## src/hdl/positional_list_engine_macros.svh

```systemverilog
// Assertion helpers used by the top-level engine, the only file that carries checks.
`ifndef POSITIONAL_LIST_ENGINE_MACROS_SVH
`define POSITIONAL_LIST_ENGINE_MACROS_SVH

// Same-cycle implication: cons must hold whenever ante holds.
`define PLE_ASSERT_IMP(lbl, clk, rst, ante, cons) \
   lbl: assert property (@(posedge clk) disable iff (rst) (ante) |-> (cons)) \
      else $error("same-cycle implication check failed");

// Next-cycle implication: cons must hold in the cycle after ante.
`define PLE_ASSERT_NEXT(lbl, clk, rst, ante, cons) \
   lbl: assert property (@(posedge clk) disable iff (rst) (ante) |=> (cons)) \
      else $error("next-cycle implication check failed");

`endif

```

## src/hdl/ple_pkg.sv

```systemverilog
package ple_pkg;

   localparam logic [2:0] KIND_GET    = 3'd0;
   localparam logic [2:0] KIND_HEAD   = 3'd1;
   localparam logic [2:0] KIND_TAIL   = 3'd2;
   localparam logic [2:0] KIND_INDEX  = 3'd3;
   localparam logic [2:0] KIND_DELETE = 3'd4;

   localparam logic [1:0] STATUS_DONE  = 2'd0;
   localparam logic [1:0] STATUS_RANGE = 2'd1;
   localparam logic [1:0] STATUS_FULL  = 2'd2;

   localparam int VALUE_W = 32;

   typedef enum logic [1:0] {
      RV_ZERO,
      RV_ONES,
      RV_READ
   } rv_sel_type;

   typedef enum logic [1:0] {
      RD_POS,
      RD_PREV,
      RD_NEXT
   } rd_sel_type;

   typedef struct packed {
      logic       load;
      logic       set_result;
      rv_sel_type rv_sel;
      logic [1:0] st_code;
      logic       ins_setup;
      logic       del_setup;
      logic       rd_en;
      rd_sel_type rd_sel;
      logic       wr_shift;
      logic       wr_value;
      logic       idx_dec;
      logic       idx_inc;
      logic       count_inc;
      logic       count_dec;
      logic       post;
   } ctrl_cmd_type;

   typedef struct packed {
      logic [2:0] kind;
      logic       pos_lt_count;
      logic       full;
      logic       idx_gt_tgt;
      logic       idx_next_lt_count;
      logic       rsp_free;
   } dp_status_type;

endpackage

```

## src/hdl/positional_list_engine.sv

```systemverilog
// Channel   Direction  tdata                                  tuser
// req_      in         position[7:0], value_in[39:8]          kind[2:0]
// rsp_      out        read_value[31:0], item_count[36:32]    status[1:0]
//
// An insert before slot p moves each entry from slot p to the end up one slot, and a delete
// moves each entry after the deleted position down one slot.
// The entry shift loop moves one entry at a time through the RAM ports, a read then a write.
// Reset is synchronous and empties the list; entries need no clearing pass.
// A finished result waits in the output register while the next request beat is taken;
// only the final step of that next beat stalls until the output register is free.
`include "positional_list_engine_macros.svh"

module positional_list_engine #(
   parameter int DEPTH = 16
) (
   input  logic        clock,
   input  logic        reset,
   input  logic        req_tvalid,
   output logic        req_tready,
   input  logic [39:0] req_tdata,   // position[7:0], value_in[39:8]
   input  logic [2:0]  req_tuser,   // kind[2:0]
   output logic        rsp_tvalid,
   input  logic        rsp_tready,
   output logic [39:0] rsp_tdata,   // read_value[31:0], item_count[36:32], zero[39:37]
   output logic [1:0]  rsp_tuser    // status[1:0]
);

   ple_pkg::ctrl_cmd_type  cmd;
   ple_pkg::dp_status_type status;

   logic signed [ple_pkg::VALUE_W-1:0] rsp_read_value;
   logic [4:0]                         rsp_item_count;
   logic                               rsp_full_beat;

   ple_ctrl u_ctrl (
      .clock     (clock),
      .reset     (reset),
      .req_valid (req_tvalid),
      .req_ready (req_tready),
      .status    (status),
      .cmd       (cmd)
   );

   ple_datapath #(
      .DEPTH (DEPTH)
   ) u_datapath (
      .clock          (clock),
      .reset          (reset),
      .req_kind       (req_tuser),
      .req_position   (req_tdata[7:0]),
      .req_value_in   (req_tdata[39:8]),
      .cmd            (cmd),
      .status         (status),
      .rsp_valid      (rsp_tvalid),
      .rsp_ready      (rsp_tready),
      .rsp_read_value (rsp_read_value),
      .rsp_status     (rsp_tuser),
      .rsp_item_count (rsp_item_count)
   );

   assign rsp_tdata = {3'b000, rsp_item_count, rsp_read_value};

   assign rsp_full_beat = rsp_tvalid && (rsp_tuser == ple_pkg::STATUS_FULL);

   `PLE_ASSERT_NEXT(a_busy_after_accept, clock, reset, req_tvalid && req_tready, !req_tready)
   `PLE_ASSERT_IMP(a_reopen, clock, reset, $rose(rsp_tvalid), req_tready && $past(!req_tready))
   `PLE_ASSERT_IMP(a_full_reads_zero, clock, reset, rsp_full_beat, rsp_tdata[31:0] == 32'd0)

endmodule

```

## src/hdl/ple_ram.sv

```systemverilog
module ple_ram #(
   parameter int WIDTH = 32,
   parameter int DEPTH = 16
) (
   input  logic                     clock,
   input  logic                     wr_en,
   input  logic [$clog2(DEPTH)-1:0] wr_addr,
   input  logic [WIDTH-1:0]         wr_data,
   input  logic                     rd_en,
   input  logic [$clog2(DEPTH)-1:0] rd_addr,
   output logic [WIDTH-1:0]         rd_data
);

   logic [WIDTH-1:0] mem_ff [DEPTH];
   logic [WIDTH-1:0] rd_data_ff;

   always_ff @(posedge clock) begin
      if (wr_en) begin
         mem_ff[wr_addr] <= wr_data;
      end
      if (rd_en) begin
         rd_data_ff <= mem_ff[rd_addr];
      end
   end

   assign rd_data = rd_data_ff;

endmodule

```

## src/hdl/ple_ctrl.sv

```systemverilog
module ple_ctrl (
   input  logic                   clock,
   input  logic                   reset,
   input  logic                   req_valid,
   output logic                   req_ready,
   input  ple_pkg::dp_status_type status,
   output ple_pkg::ctrl_cmd_type  cmd
);

   typedef enum logic [2:0] {
      S_IDLE,
      S_DECODE,
      S_GET_WAIT,
      S_INS_CHECK,
      S_INS_MOVE,
      S_DEL_CHECK,
      S_DEL_MOVE,
      S_POST
   } state_type;

   state_type state_ff, state_in;
   logic      ready_ff, ready_in;

   always_comb begin
      cmd      = '0;
      state_in = state_ff;
      ready_in = ready_ff;
      case (state_ff)
         S_IDLE: begin
            if (req_valid && ready_ff) begin
               cmd.load = 1'b1;
               ready_in = 1'b0;
               state_in = S_DECODE;
            end
         end
         S_DECODE: begin
            cmd.set_result = 1'b1;
            cmd.rv_sel     = ple_pkg::RV_ZERO;
            cmd.st_code    = ple_pkg::STATUS_DONE;
            case (status.kind)
               ple_pkg::KIND_GET: begin
                  if (status.pos_lt_count) begin
                     cmd.rd_en  = 1'b1;
                     cmd.rd_sel = ple_pkg::RD_POS;
                     state_in   = S_GET_WAIT;
                  end else begin
                     cmd.rv_sel  = ple_pkg::RV_ONES;
                     cmd.st_code = ple_pkg::STATUS_RANGE;
                     state_in    = S_POST;
                  end
               end
               ple_pkg::KIND_HEAD, ple_pkg::KIND_TAIL, ple_pkg::KIND_INDEX: begin
                  if (status.full) begin
                     cmd.st_code = ple_pkg::STATUS_FULL;
                     state_in    = S_POST;
                  end else begin
                     cmd.ins_setup = 1'b1;
                     state_in      = S_INS_CHECK;
                  end
               end
               ple_pkg::KIND_DELETE: begin
                  if (status.pos_lt_count) begin
                     cmd.del_setup = 1'b1;
                     state_in      = S_DEL_CHECK;
                  end else begin
                     cmd.st_code = ple_pkg::STATUS_RANGE;
                     state_in    = S_POST;
                  end
               end
               default: begin
                  cmd.st_code = ple_pkg::STATUS_RANGE;
                  state_in    = S_POST;
               end
            endcase
         end
         S_GET_WAIT: begin
            cmd.set_result = 1'b1;
            cmd.rv_sel     = ple_pkg::RV_READ;
            cmd.st_code    = ple_pkg::STATUS_DONE;
            state_in       = S_POST;
         end
         S_INS_CHECK: begin
            if (status.idx_gt_tgt) begin
               cmd.rd_en  = 1'b1;
               cmd.rd_sel = ple_pkg::RD_PREV;
               state_in   = S_INS_MOVE;
            end else begin
               cmd.wr_value  = 1'b1;
               cmd.count_inc = 1'b1;
               state_in      = S_POST;
            end
         end
         S_INS_MOVE: begin
            cmd.wr_shift = 1'b1;
            cmd.idx_dec  = 1'b1;
            state_in     = S_INS_CHECK;
         end
         S_DEL_CHECK: begin
            if (status.idx_next_lt_count) begin
               cmd.rd_en  = 1'b1;
               cmd.rd_sel = ple_pkg::RD_NEXT;
               state_in   = S_DEL_MOVE;
            end else begin
               cmd.count_dec = 1'b1;
               state_in      = S_POST;
            end
         end
         S_DEL_MOVE: begin
            cmd.wr_shift = 1'b1;
            cmd.idx_inc  = 1'b1;
            state_in     = S_DEL_CHECK;
         end
         S_POST: begin
            if (status.rsp_free) begin
               cmd.post = 1'b1;
               ready_in = 1'b1;
               state_in = S_IDLE;
            end
         end
         default: begin
            ready_in = 1'b1;
            state_in = S_IDLE;
         end
      endcase
   end

   always_ff @(posedge clock) begin
      if (reset) begin
         state_ff <= S_IDLE;
         ready_ff <= 1'b1;
      end else begin
         state_ff <= state_in;
         ready_ff <= ready_in;
      end
   end

   assign req_ready = ready_ff;

endmodule

```

## src/hdl/ple_datapath.sv

```systemverilog
module ple_datapath #(
   parameter int DEPTH = 16
) (
   input  logic                           clock,
   input  logic                           reset,
   input  logic [2:0]                     req_kind,
   input  logic [7:0]                     req_position,
   input  logic signed [ple_pkg::VALUE_W-1:0] req_value_in,
   input  ple_pkg::ctrl_cmd_type          cmd,
   output ple_pkg::dp_status_type         status,
   output logic                           rsp_valid,
   input  logic                           rsp_ready,
   output logic signed [ple_pkg::VALUE_W-1:0] rsp_read_value,
   output logic [1:0]                     rsp_status,
   output logic [4:0]                     rsp_item_count
);

   localparam int CW = $clog2(DEPTH + 1);
   localparam int AW = $clog2(DEPTH);
   localparam int PW = (CW > 8) ? CW : 8;
   localparam int VW = ple_pkg::VALUE_W;

   logic [2:0]    kind_ff;
   logic [7:0]    pos_ff;
   logic [VW-1:0] val_ff;
   logic [CW-1:0] count_ff, count_in;
   logic [CW-1:0] idx_ff, idx_in;
   logic [CW-1:0] tgt_ff, tgt_in;
   logic [VW-1:0] rv_ff;
   logic [1:0]    st_ff;
   logic          rsp_valid_ff, rsp_valid_in;
   logic [VW-1:0] rsp_value_ff;
   logic [1:0]    rsp_status_ff;
   logic [4:0]    rsp_count_ff;

   logic [PW-1:0] pos_w, cnt_w;
   logic [CW-1:0] pos_clamp;
   logic [CW-1:0] idx_prev, idx_next;
   logic [CW+4:0] count_x;
   logic [AW-1:0] rd_addr;
   logic [VW-1:0] ram_rdata;
   logic [VW-1:0] rv_next;
   logic          wr_en;

   assign pos_w     = PW'(pos_ff);
   assign cnt_w     = PW'(count_ff);
   assign pos_clamp = (pos_w > cnt_w) ? count_ff : pos_w[CW-1:0];
   assign idx_prev  = idx_ff - CW'(1);
   assign idx_next  = idx_ff + CW'(1);
   assign count_x   = (CW + 5)'(count_ff);

   assign status.kind              = kind_ff;
   assign status.pos_lt_count      = pos_w < cnt_w;
   assign status.full              = count_ff == CW'(DEPTH);
   assign status.idx_gt_tgt        = idx_ff > tgt_ff;
   assign status.idx_next_lt_count = idx_next < count_ff;
   assign status.rsp_free          = !rsp_valid_ff || rsp_ready;

   always_comb begin
      case (cmd.rd_sel)
         ple_pkg::RD_POS:  rd_addr = pos_w[AW-1:0];
         ple_pkg::RD_PREV: rd_addr = idx_prev[AW-1:0];
         ple_pkg::RD_NEXT: rd_addr = idx_next[AW-1:0];
         default:          rd_addr = pos_w[AW-1:0];
      endcase
   end

   assign wr_en = cmd.wr_shift || cmd.wr_value;

   ple_ram #(
      .WIDTH (VW),
      .DEPTH (DEPTH)
   ) u_ram (
      .clock   (clock),
      .wr_en   (wr_en),
      .wr_addr (idx_ff[AW-1:0]),
      .wr_data (cmd.wr_value ? val_ff : ram_rdata),
      .rd_en   (cmd.rd_en),
      .rd_addr (rd_addr),
      .rd_data (ram_rdata)
   );

   always_comb begin
      case (cmd.rv_sel)
         ple_pkg::RV_ZERO: rv_next = '0;
         ple_pkg::RV_ONES: rv_next = '1;
         ple_pkg::RV_READ: rv_next = ram_rdata;
         default:          rv_next = '0;
      endcase
   end

   always_comb begin
      tgt_in = tgt_ff;
      idx_in = idx_ff;
      if (cmd.ins_setup) begin
         idx_in = count_ff;
         case (kind_ff)
            ple_pkg::KIND_HEAD: tgt_in = '0;
            ple_pkg::KIND_TAIL: tgt_in = count_ff;
            default:            tgt_in = pos_clamp;
         endcase
      end else if (cmd.del_setup) begin
         idx_in = pos_w[CW-1:0];
      end else if (cmd.idx_dec) begin
         idx_in = idx_prev;
      end else if (cmd.idx_inc) begin
         idx_in = idx_next;
      end
   end

   always_comb begin
      count_in = count_ff;
      if (cmd.count_inc) begin
         count_in = count_ff + CW'(1);
      end else if (cmd.count_dec) begin
         count_in = count_ff - CW'(1);
      end
   end

   always_comb begin
      rsp_valid_in = rsp_valid_ff;
      if (cmd.post) begin
         rsp_valid_in = 1'b1;
      end else if (rsp_ready) begin
         rsp_valid_in = 1'b0;
      end
   end

   always_ff @(posedge clock) begin
      if (reset) begin
         count_ff     <= '0;
         rsp_valid_ff <= 1'b0;
      end else begin
         count_ff     <= count_in;
         rsp_valid_ff <= rsp_valid_in;
      end
   end

   always_ff @(posedge clock) begin
      idx_ff <= idx_in;
      tgt_ff <= tgt_in;
      if (cmd.load) begin
         kind_ff <= req_kind;
         pos_ff  <= req_position;
         val_ff  <= req_value_in;
      end
      if (cmd.set_result) begin
         rv_ff <= rv_next;
         st_ff <= cmd.st_code;
      end
      if (cmd.post) begin
         rsp_value_ff  <= rv_ff;
         rsp_status_ff <= st_ff;
         rsp_count_ff  <= count_x[4:0];
      end
   end

   assign rsp_valid      = rsp_valid_ff;
   assign rsp_read_value = rsp_value_ff;
   assign rsp_status     = rsp_status_ff;
   assign rsp_item_count = rsp_count_ff;

endmodule

```

## config.mk

```make
export PLATFORM = sky130hd
export DESIGN_NAME = positional_list_engine
export DESIGN_NICKNAME = d
export VERILOG_FILES = /design/src/hdl/ple_pkg.sv /design/src/hdl/positional_list_engine.sv /design/src/hdl/ple_ram.sv /design/src/hdl/ple_ctrl.sv /design/src/hdl/ple_datapath.sv
export VERILOG_INCLUDE_DIRS = /design/src /design/src/hdl
export SDC_FILE = /design/constraint.sdc
export NUM_CORES = 1
export LEC_CHECK = 0
export ABC_AREA = 1
export CAP_MARGIN = 10
export CORE_MARGIN = 2
export CORE_UTILIZATION = 30
export DETAILED_ROUTE_END_ITERATION = 10
export DONT_BUFFER_PORTS = 1
export GPL_TIMING_DRIVEN = 0
export PLACE_DENSITY = 0.54
export SLEW_MARGIN = 20
export SYNTH_ARGS = -nofsm -noshare
export SYNTH_HDL_FRONTEND = slang
export SYNTH_SLANG_ARGS = --single-unit
```

## constraint.sdc

```tcl
create_clock -name clock -period 5.2 [get_ports clock]
set_input_delay 0.52 -clock clock [delete_from_list [all_inputs] [get_ports clock]]
set_output_delay 0.52 -clock clock [all_outputs]
set_load 0.01 [all_outputs]
```

; ---- After elaboration in Yosys (flattened, before gate mapping)
; Memories as Yosys holds them, arrays and structs flattened. A register that Yosys moved wholly into a read port is not among the register bits.
; Cells that the tools add are included.
[op_classes]
n_addsub = 4
order_cmp = 4
n_eq_ne = 18
muxes = 54
n_reduce_logical = 14
[ops]
columns = cell, count
row1 = 32-bit one-hot mux with 2 select lines, 1
row2 = 5-bit 2-to-1 mux, 7
row3 = 32-bit 2-to-1 mux, 1
row4 = 3-bit 2-to-1 mux, 9
row5 = 1-bit 2-to-1 mux, 24
row6 = 3-bit one-hot mux with 8 select lines, 1
row7 = 5-bit one-hot mux with 2 select lines, 2
row8 = 3-bit one-hot mux with 3 select lines, 2
row9 = 3-bit equality test (second input constant), 5
row10 = 3-bit by 2-bit equality test with 1-bit output (second input constant), 4
row11 = 5-bit by 1-bit adder with 5-bit output (second input constant), 2
row12 = 5-bit by 1-bit subtractor with 5-bit output (second input constant), 2
row13 = 8-bit by 5-bit > comparator with 1-bit output, 1
row14 = 8-bit by 5-bit < comparator with 1-bit output, 1
row15 = 2-bit 2-to-1 mux, 4
row16 = 4-bit one-hot mux with 2 select lines, 1
row17 = 3-bit by 1-bit equality test with 1-bit output (second input constant), 2
row18 = 3-bit logical NOT, 2
row19 = 2-bit one-hot mux with 3 select lines, 1
row20 = 2-bit nonzero test, 3
row21 = 5-bit equality test (second input constant), 1
row22 = 5-bit > comparator, 1
row23 = 5-bit < comparator, 1
row24 = 2-bit by 1-bit equality test with 1-bit output (second input constant), 2
row25 = other kinds (12), 14
[word_totals]
regBits = 136
ram_bits = 512
inputBits = 47
output_inout_bits = 44
mem_count = 1
[mem_list]
columns = name, depth, width, read_ports, rd_clocked_by_memory_dff, wr, line_no
row1 = u_datapath.u_ram.mem_ff, 16, 32, 1, 1, 1, ple_ram.sv:14  ; logic [WIDTH-1:0] mem_ff [DEPTH];

; ---- Longest topological paths before layout
; Gate-level depths: netlist of run 1.
[logic_depth]
depth_word = 6
depth_mapped = 24
mapped_depth_nobuf = 21

; ---- Cells and area by module
; From an unflattened synthesis of run 1, not the netlist that was laid out.
[unflattened]
hier_cells = 2712
hier_area_um2 = 29310.6
[modules_own_cells]
columns = module, instances, cells_each, area_per_inst_um2, seq_area_each_um2
row1 = ple_ram, 1, 2120, 23050.9, 16335.7
row2 = ple_datapath, 1, 510, 5750.5, 3903.7
row3 = ple_ctrl, 1, 78, 483.0, 80.1
row4 = positional_list_engine, 1, 4, 26.3, 0.0

; ---- Worst setup path before layout of run 1
; Ideal clock, no wire load.
[synth_timing]
kind = input -> register
startpoint = input port req_tvalid
endpoint = register u_datapath.kind_ff[0] (enable)
setup_ns = 0.498
arrival_time_ns = 3.545
setup_slack_ns = 1.156
stages = 2
n_path_buf = 0
path_cell_list = inv_1 -> nor3_1
[synth_rtl]
columns = item, line_no
row1 = from (decl), positional_list_engine.sv:18  ; input logic req_tvalid,
row2 = to (signal assigned), ple_datapath.sv:143  ; kind_ff <= req_kind;
row3 = to (decl), ple_datapath.sv:23  ; logic [2:0] kind_ff;

; ---- Worst setup path in the final report of run 1
[layout_timing]
startpoint = register u_datapath.idx_ff[0]
endpoint = register u_datapath.u_ram.rd_data_ff[27], in the netlist u_datapath.u_ram.rd_data[27] (read register of u_datapath.u_ram.mem_ff), data pin
[layout_between]
elab_chain_cells = 6
elab_cells_between_ends = 10
[layout_rtl]
columns = item, line_no
row1 = from (decl), ple_datapath.sv:27  ; logic [CW-1:0] idx_ff, idx_in;
row2 = from (signal assigned), ple_datapath.sv:140  ; idx_ff <= idx_in;
row3 = 5-bit by 1-bit adder with 5-bit output, ple_datapath.sv:49  ; assign idx_next = idx_ff + CW'(1);
row4 = 5-bit < comparator, ple_datapath.sv:56  ; assign status.idx_next_lt_count = idx_next < count_ff;
row5 = 3-bit 2-to-1 mux, ple_ctrl.sv:99  ; if (status.idx_next_lt_count) begin
row6 = 3-bit one-hot mux with 3 select lines, ple_ctrl.sv:28  ; case (state_ff)
row7 = 2-bit equality test or 2-bit by 1-bit equality test with 1-bit output (tied branches), ple_datapath.sv:60  ; case (cmd.rd_sel)
row8 = 4-bit one-hot mux with 2 select lines, ple_datapath.sv:60
row9 = to (decl), ple_ram.sv:15  ; logic [WIDTH-1:0] rd_data_ff;
; Parallel ways exist; a longest one is shown, timed or not.
; A chain may end at the register's enable or synchronous reset.

==> results.cfg, run 1 <==
[outcome]
status = completed

[floorplanning]
die_w_um = 315.4
die_y_um = 315.4
start_util_pct = 30.18
dieArea_mm2 = 0.09951
coreArea_mm2 = 0.09642
ios = 91
num_rows = 114

[sta]
setup_tns_ns = 0
whs_ns = 0.1256
rsz0062_at_grt = false
slew_violations = 0
period_minus_slack_ns = 4.580
setup_ws_ns = 0.6205
fin_crit_sh_pct = 88.07
hold_violations = 0
slew_headroom_pct = 19.90
tightest_slew_ns = 1.201
fin_worst_skew_ns = 0.02365
finalSetupViolations = 0
max_freq_mhz = 218.4

[clocking]
cts_tree = yes
cts-root-buf = clkbuf_16
cts_buffers = 74
clock_tree.buffer_depth = 3
insertion_delay_ns = 0.63
cts_sinks = 680
clkSlewWorstSetupHoldPaths_ns = 0.06
cts.repair.resized = 0
cts-htree-levels = 3

[route]
routed_wl_um = 84090
num_vias = 19555
post-route-drc-count = 0
ant_nets = 0
vias_per_cell = 4.822
firstDrtPassIters = 6
wl_per_cell_um = 20.74
drtIter0Drc = 1721

[finish]
nets = 2798
multi_input_area_mm2 = 0.007436
area_growth_pct = 17.18
nFillCells = 9510
regArea_mm2 = 0.02032
utilization_pct = 35.36
drive_above_1_share_pct = 9.687

[critical_path]
path_class = reg2reg
rr_endpoint = u_datapath.u_ram.rd_data[27]
r2r_start = u_datapath.idx_ff[0]
endpoint_kind = flip-flop
rr_worst_depth = 16
worstPathRequired_ns = 5.55
critPathMaxFanout = 10
crit_buf_inv = 3
max_stage_delay_ns = 0.64
critPathArrivalTime_ns = 4.93
r2r_setup_slack_ns = 0.62
startpoint_type = flip-flop
cp_top_family = buffers and inverters
cp_slowest_cell = clkbuf_1
cp_cell_sequence = inv_1 > ha_1 > ha_1 > nand2_1 > nor2_1 > o21ai_0 > nand4_1 > ha_1 > nand2_1 > buf_2 > clkbuf_1 > nand3b_1 > nand3_1 > nand3_1 > nand3_1 > nand2_1

[placement]
hpwl_um = 58440
io_buffers = 0
gp_congestion = 0.8241
pre_cts_ws_ns = 0.6577

[global_routing]
antenna_found_initial = 1
grt_pass1_vias = 19096
grt_max_degree = 35
track_usage_pct = 16.84
grt-ovfl-total = 0
grt_pass1_wl_um = 123400

[logic_synthesis]
yosys-top-cells-area = edfxtp_1 (69%), nand2_1 (9.9%), nand3_1 (8.4%)
yosys.cell_count.top_type = nand2_1
yosysUniqueCellTypes = 31
synth_ff_type = edfxtp_1
ys_ff_latch = 680
netlist_area_mm2 = 0.02910
synth.largest_area_cell = edfxtp_1
synth_common_cells = nand2_1 (771), edfxtp_1 (670), nand3_1 (487), inv_1 (196), nand3b_1 (129)
synth.avg_cell_area_um2 = 11.32
ys_seq_area_share_pct = 69.83
syn_inst = 2571
yosysTopAreaCellShare_pct = 69.14
synth_edf_count = 670
synthArstFlopShare_pct = 0
ys_warn_count = 0

[min_path]
holdPathEnd = u_ctrl.state_ff[2]
whs_path_depth = 3
hold_path.class = in2reg
min_from = reset

[power]
total_power_mw = 17.75
p_leak_nw = 12.87
power-per-cell-area_mw_per_mm2 = 520.6
ir_drop_uv = 230.5

[job]
maxCapViolCount = 0
-- per-layer routing --
metal | GRT usage (%) | part of all wire (%) | wire (um)
met1 | 22.65 | 43 | 36300
met2 | 27.93 | 47 | 39830
met3 | 2.748 | 7.2 | 6092
met4 | 5.106 | 2.2 | 1864
met5 | 0 | 0 | 0
-- state kept, by name, indices dropped and copies added (netlist names), 5 cells and up --
register,cells
u_datapath.count_ff,5
u_datapath.idx_ff,5
u_datapath.pos_ff,8
u_datapath.rsp_item_count,5
u_datapath.rsp_read_value,32
u_datapath.rv_ff,32
u_datapath.tgt_ff,5
u_datapath.u_ram.mem_ff,512
u_datapath.u_ram.rd_data,32
u_datapath.val_ff,32
-- logic make-up (layout without fill, tap and decap cells) --
family | count (synthesis) | in the layout | share of synthesized area (%)
other | 1 | 5 | 0.01289
xor gates and xnor gates | 5 | 5 | 0.1763
and+or+nand+nor | 1445 | 1445 | 22.53
adders and majority gates | 28 | 28 | 1.230
DFF | 680 | 680 | 69.83
buffers and inverters | 352 | 556 | 5.121
AOI/OAI and AO/OA | 60 | 60 | 1.101
-- what timing repair did --
item	CTS	global route
endpoints found under the hold margin	48	0
buffers inserted	0	0
hold buffers	44	0
-- worst register-to-register path: stages (launching register included) --
cell and delay, ns:
edfxtp_1 0.51, inv_1 0.28, ha_1 0.35, ha_1 0.30
nand2_1 0.07, nor2_1 0.04, o21ai_0 0.09, nand4_1 0.18
ha_1 0.42, nand2_1 0.30, buf_2 0.48, clkbuf_1 0.65
nand3b_1 0.15, nand3_1 0.18, nand3_1 0.10, nand3_1 0.09
nand2_1 0.13
-- per-stage QoR --
stage                     instances  cell area [um2]
after global routing           4054            34100
final                          4055            34100
after global placement         3849            30700
after detailed placement       3879            31350
after floorplan                2573            29110
after CTS                      4053            34090
-- layout by cell type, fill, tap and decap left out, types with 2 or more instances in the layout --
cell type / Yosys / final
nand3_1: 487 / 487
clkinv_8: 0 / 3
edfxtp_1: 670 / 670
nand3b_1: 129 / 129
diode_2: 0 / 2
inv_2: 3 / 3
nor2_1: 40 / 24
clkinvlp_4: 0 / 5
ha_1: 27 / 27
clkinv_1: 1 / 16
dlygate4sd3_1: 0 / 44
o211ai_1: 3 / 3
clkbuf_16: 0 / 76
buf_12: 0 / 11
buf_2: 102 / 102
buf_6: 0 / 2
nand2_1: 771 / 770
buf_4: 11 / 20
nand4_1: 10 / 10
buf_8: 0 / 2
dfxtp_1: 10 / 10
xor2_1: 3 / 3
conb_1: 1 / 3
buf_16: 0 / 6
o21ai_0: 6 / 6
clkinv_2: 0 / 10
buf_1: 7 / 7
bufinv_16: 0 / 4
a21oi_1: 46 / 45
nor3_1: 5 / 4
nor2_4: 0 / 16
inv_1: 196 / 196
o21ai_2: 2 / 2
clkbuf_1: 32 / 46
-- where the power goes --
part / internal (mW) / switching (mW)
sequential: 7.12 / 0.295
clock: 2.89 / 2.18
combinational: 1.41 / 3.85
-- cell type report --
| type | count | area share [%] |
|---|---|---|
| buffer | 152 | 2.169 |
| antenna | 2 | 0.01468 |
| tap | 1276 | 4.682 |
| multi-input combinational | 1541 | 21.81 |
| timing repair buffer | 74 | 2.774 |
| clock inverter | 40 | 1.027 |
| inverter | 200 | 2.202 |
| clock buffer | 90 | 5.732 |
| sequential | 680 | 59.59 |
-- worst max path at each step --
stage | startpoint | depth (start not counted) | to
finish | u_datapath.idx_ff[0] | 16 | u_datapath.u_ram.rd_data[27]
global placement | u_ctrl.state_ff[1] | 3 | u_datapath.val_ff[16]
detailed placement | u_datapath.idx_ff[0] | 16 | u_datapath.u_ram.rd_data[27]
CTS | u_datapath.idx_ff[0] | 16 | u_datapath.u_ram.rd_data[27]
floorplan | req_tvalid | 2 | u_datapath.kind_ff[0]
global route | u_datapath.idx_ff[0] | 16 | u_datapath.u_ram.rd_data[27]
Power figures use the tool's default switching activity.
==> run 2: changes to the inputs <==
- ABC_AREA: 1 -> not set
==> run 2 against run 1 <==
Against the previous run:
- via count shrank 30%
- hold slack got worse by 0.030 ns
- clock power down 3%
- die area is 5.4% lower
- utilization is 0.26 points lower
- area after synthesis is 5.5% lower
- clock skew is essentially flat
- critical endpoint is now u_datapath.u_ram.rd_data[24]
- highest routed layer unchanged
==> results.cfg, run 2 <==
[outcome]
status = completed

[clocking]
cts_buffers = 75
cts_sinks = 680
cts_tree = yes
cts-root-buf = clkbuf_16
cts-htree-levels = 3
clkSlewWorstSetupHoldPaths_ns = 0.06
insertion_delay_ns = 0.62
clock_tree.buffer_depth = 3

[sta]
hold_violations = 0
fin_crit_sh_pct = 93.70
period_minus_slack_ns = 4.872
max_freq_mhz = 205.2
slew_violations = 0
slew_headroom_pct = 45.01
rsz0062_at_grt = false
finalSetupViolations = 0
tightest_slew_ns = 0.8220
fin_worst_skew_ns = 0.02373

[finish]
largest_reg_flops = 512
multi_input_area_mm2 = 0.006590
regMostFlops = u_datapath.u_ram.mem_ff
finalInstanceArea_mm2 = 0.03203
nets = 1717
area_growth_pct = 16.49
drive_above_1_share_pct = 16.48
regArea_mm2 = 0.02032
layout.cells.most_common = edfxtp_1
layout_common_cells = edfxtp_1 (670), mux2i_1 (290), nand2_1 (115), clkbuf_16 (76), mux4_2 (66)
nFillCells = 8503

[logic_synthesis]
ys_ff_latch = 680
yosysTopAreaCellShare_pct = 73.17
syn_inst = 1506
synth_common_cells = edfxtp_1 (670), mux2i_1 (290), nand2_1 (116), mux4_2 (66), a21oi_1 (52)
synth_ff_type = edfxtp_1
yosys.cell_count.top_type = edfxtp_1
yosysUniqueCellTypes = 57
yosys-top-cells-area = edfxtp_1 (73%), mux2i_1 (11%), mux4_2 (5.4%)
ys_warn_count = 0
synthArstFlopShare_pct = 0
netlist_area_mm2 = 0.02750
ys_seq_area_share_pct = 73.90
synth.largest_area_cell = edfxtp_1
synth_edf_count = 670
synth.avg_cell_area_um2 = 18.26

[min_path]
whs_path_depth = 2
hold_path.class = in2reg

[global_routing]
grt_pass1_wl_um = 96840
grt-ovfl-total = 0
grt_max_degree = 35
antenna_found_initial = 1
track_usage_pct = 14.05
grt_pass1_vias = 14378

[route]
routed_wl_um = 66410
ant_nets = 0
wl_per_cell_um = 23.01
post-route-drc-count = 0
firstDrtPassIters = 5
drtIter0Drc = 1085
num_vias = 13693
vias_per_cell = 4.745

[placement]
io_buffers = 0
gp_congestion = 0.7753
hpwl_um = 42110
dpl-instance-area_mm2 = 0.02930

[floorplanning]
num_rows = 111
start_util_pct = 30.13
die_w_um = 306.7
coreArea_mm2 = 0.09125
die_y_um = 306.7
ios = 91
dieArea_mm2 = 0.09409

[critical_path]
rr_worst_depth = 16
critPathArrivalTime_ns = 5.22
worstPathRequired_ns = 5.55
critPathMaxFanout = 10
path_class = reg2reg
startpoint_type = flip-flop
endpoint_kind = flip-flop

[power]
total_power_mw = 16.73
power-per-cell-area_mw_per_mm2 = 522.4
ir_drop_uv = 221.9
p_leak_nw = 11.14

[job]
maxCapViolCount = 0
-- run 2: cell types whose count changed after synthesis, moves of 84 or more --
cell / change
buf_2: -84
nand3_1: -478
nand2_1: -655
mux2i_1: +290
nand3b_1: -128
inv_1: -169
-- run 2: logic make-up (layout without fill, tap and decap cells) --
group / Yosys count / in the layout / synth area share, %
adders and majority gates: 28 / 28 / 1.301
AOI/OAI and AO/OA: 97 / 97 / 2.298
buffers and inverters: 103 / 294 / 2.394
DFF: 680 / 680 / 73.90
and+or+nand+nor: 230 / 230 / 3.763
other: 1 / 4 / 0.01364
xor gates and xnor gates: 9 / 9 / 0.2867
muxes: 358 / 358 / 16.04
-- run 2: routing by layer --
metal / share of wire (%) / GRT usage (%) / vias up / wire length [um]
li1: - / - / 6166 / -
met1: 45 / 18.84 / 7075 / 29630
met2: 49 / 23.83 / 362 / 32660
met3: 4.3 / 2.123 / 90 / 2875
met4: 1.9 / 3.614 / 0 / 1245
met5: 0 / 0 / - / 0
-- run 2: where the power goes --
part,internal [mW],switching (mW),leakage [nW]
registers,7.17,0.307,6.16
logic,1.67,2.65,3.85
clock network,2.83,2.11,1.12
total,11.7,5.06,11.1
-- run 2: cell type report --
| class | instances | share of cell area (%) |
|---|---|---|
| Tap cell | 1186 | 4.633 |
| Clock buffer | 87 | 6.066 |
| Antenna cell | 1 | 0.007813 |
| Clock inverter | 47 | 1.023 |
| Timing Repair Buffer | 57 | 2.195 |
| Sequential cell | 680 | 63.44 |
| Inverter | 28 | 0.3281 |
| Buffer | 75 | 1.734 |
| Multi-Input combinational cell | 725 | 20.57 |
-- run 2: timing repair --
action	4_1_cts	5_1_grt
resized for setup	0	6
hold endpoints to repair	43	0
endpoints found under the setup margin	0	15
hold buffers	43	0
setup buffers	0	1
-- run 2: worst paths after layout --
path | startpoint | to | slack, ns
worst max-delay path | u_datapath.idx_ff[0] | u_datapath.u_ram.rd_data[24] | 0.33
worst min-delay path | rsp_tready | u_datapath.rsp_valid | 0.1
worst max register to register | u_datapath.idx_ff[0] | u_datapath.u_ram.rd_data[24] | 0.33
worst min register to register | u_datapath.rv_ff[28] | u_datapath.rsp_read_value[28] | 0.41
-- run 2: metrics by stage --
step	worst slack, ns	cells	TNS (ns)	hold WS [ns]	utilization [%]
6_report	0.3277	2886	0	0.09593	35.10
3_3_place_gp	-2.736	2694	-87.28	0.4084	31.77
5_1_grt	0.04782	2886	0	0.08660	35.10
4_1_cts	0.04810	2884	0	0.06054	35.08
2_1_floorplan	0.9476	1508	0	0.4003	-
3_5_place_dp	0.09531	2707	0	0.4045	32.12
-- run 2: worst max-delay path: stages, from the launching register on --
cell       delay, ns
edfxtp_1        0.57
inv_1           0.23
ha_1            0.41
ha_1            0.29
a21oi_1         0.12
o21ai_1         0.11
a2111oi_1       0.52
inv_1           0.20
ha_1            0.33
buf_2           0.19
nor4b_1         0.33
a221o_1         0.27
buf_6           0.16
buf_12          0.16
buf_4           0.30
mux2i_1         0.28
mux2i_1         0.10
==> run 3: changes to the inputs <==
- GPL_ROUTABILITY_DRIVEN: not set -> 0
- PLACE_DENSITY: 0.54 -> 0.55
==> run 3 against run 2 <==
Against the previous run:
- wire length is 0.81% higher
- critical endpoint unchanged
- die area stayed put
- hold slack worse by 0.0065 ns
- flip-flop and latch count stayed put
- sequential power hardly changed
- cell count is 0.28% lower
- critical path depth is 1 lower
- utilization is 0.096 points lower
- first-iteration DRC count is 1.8% lower
- setup slack better by 0.062 ns
==> results.cfg, run 3 (synthesis gave the netlist of run 2 again) <==
[critical_path]
cp_top_family = compound AO/OA/AOI/OAI gates
cp_cell_sequence = inv_1 > ha_1 > ha_1 > a21oi_1 > o21ai_1 > a2111oi_2 > inv_1 > ha_1 > buf_2 > nor3_2 > a21oi_4 > buf_6 > mux4_2 > mux2i_1 > mux2i_1
cpMostUsedCell = ha_1
cp_slowest_cell = edfxtp_1
worstPathRequired_ns = 5.55
critPathArrivalTime_ns = 5.16
endpoint_kind = flip-flop
crit_buf_inv = 4
critPathMaxFanout = 10
max_stage_delay_ns = 0.56
path_class = reg2reg
startpoint_type = flip-flop

[route]
drtIter0Drc = 1065
firstDrtPassIters = 5
wl_per_cell_um = 23.26
num_vias = 13801
post-route-drc-count = 0
ant_nets = 0
vias_per_cell = 4.795
routed_wl_um = 66950

[global_routing]
grt-ovfl-total = 0
grt_pass1_wl_um = 96540
grt_max_degree = 35
track_usage_pct = 14.11
top_usage_layer = met2
met2_usage_pct = 24.05
antenna_found_initial = 4
grt_util_met3_pct = 2.853
grt_pass1_vias = 14317
grt_use_met1_pct = 18.03

[sta]
slew_headroom_pct = 43.75
setup_tns_ns = 0
tightest_slew_ns = 0.8408
finalSetupViolations = 0
slew_violations = 0
fin_crit_sh_pct = 92.50
fin_worst_skew_ns = 0.03142
rsz0062_at_grt = false
period_minus_slack_ns = 4.810
max_freq_mhz = 207.9
hold_violations = 0
setup_ws_ns = 0.3899

[placement]
pre_cts_ws_ns = 0.01360
dpl-instance-area_mm2 = 0.02925
hpwl_um = 41310
io_buffers = 0
dp_cells = 2704

[outcome]
status = completed

[clocking]
cts_tree = yes
cts_sinks = 680
insertion_delay_ns = 0.62
cts_setup_buffers = 0
clkSlewWorstSetupHoldPaths_ns = 0.06
clock_tree.buffer_depth = 3
cts-htree-levels = 3
cts_buffers = 74
cts-root-buf = clkbuf_16

[power]
ir_drop_uv = 228.1
power-per-cell-area_mw_per_mm2 = 524.7
total_power_mw = 16.76
p_leak_nw = 11.09

[finish]
layout_common_cells = edfxtp_1 (670), mux2i_1 (290), nand2_1 (115), clkbuf_16 (76), mux4_2 (66)
regMostFlops = u_datapath.u_ram.mem_ff
finalInstanceArea_mm2 = 0.03194
largest_reg_flops = 512
fin_cells = 2878
area_growth_pct = 16.17
nets = 1712
layout.cells.most_common = edfxtp_1
drive_above_1_share_pct = 15.87

[floorplanning]
coreArea_mm2 = 0.09125
die_y_um = 306.7
start_util_pct = 30.13
die_w_um = 306.7
ios = 91
dieArea_mm2 = 0.09409
num_rows = 111

[min_path]
hold_path.class = in2reg

[job]
maxCapViolCount = 0
## run 3: changes by cell type in the layout (fill, tap and decap cells not counted), moves of 2 or more
| cell | change |
|---|---|
| and2_2 | -3 |
| clkbuf_1 | +4 |
| clkinv_2 | -5 |
| inv_6 | -3 |
| buf_16 | +2 |
| diode_2 | +2 |
| clkinv_4 | -2 |
| and2_4 | +3 |
| buf_12 | -7 |
## run 3: layer usage
metal  up-vias  routed length [um]
met2       409               33040
met4         2                1528
met3        97                3758
met5         -                  13
li1       6166                   -
met1      7127               28600
## run 3: repair_timing
item,4_1_cts,5_1_grt
hold endpoints to repair,43,0
hold buffers,43,0
setup endpoints to repair,2,31
resized for setup,1,4
## run 3: final timing paths
kind	from	to	slack (ns)	depth (start not counted)
worst max-delay path	u_datapath.idx_ff[0]	u_datapath.u_ram.rd_data[24]	0.39	15
worst min-delay path	req_tvalid	u_ctrl.state_ff[0]	0.09	2
worst max register to register	u_datapath.idx_ff[0]	u_datapath.u_ram.rd_data[24]	0.39	15
worst min register to register	u_datapath.rv_ff[10]	u_datapath.rsp_read_value[10]	0.42	0
## run 3: stage by stage
step,hold WS (ns),utilization (%)
after global routing,0.07794,35.00
final,0.08945,35.01
after global placement,0.4088,31.77
after detailed placement,0.4045,32.06
after floorplan,0.4003,-
after CTS,0.05031,34.99
## run 3: area by class of cell
class	instances	area [um2]
diodes	3	7.507
plain buffers	75	555.5
clock buffers	91	1958
clock inverters	37	285.3
fillers	8505	59300
inverters	28	105.1
multi-input cells	725	6599
flip-flops and latches	680	20320
well taps	1186	1484
repair buffers	53	629.4
## run 3: worst reg2reg max path: cells and delay by family, from the launching register on
kind,cells,cell delay (ns)
compound gates,4,1.12
fa+ha+maj,3,1.03
buf+inv,4,0.91
mux,3,0.88
flops,1,0.56
simple gates,1,0.09
## run 3: power by group
group | switching [mW] | internal (mW)
clock network | 2.08 | 2.86
registers | 0.309 | 7.17
logic | 2.67 | 1.66
total | 5.06 | 11.7
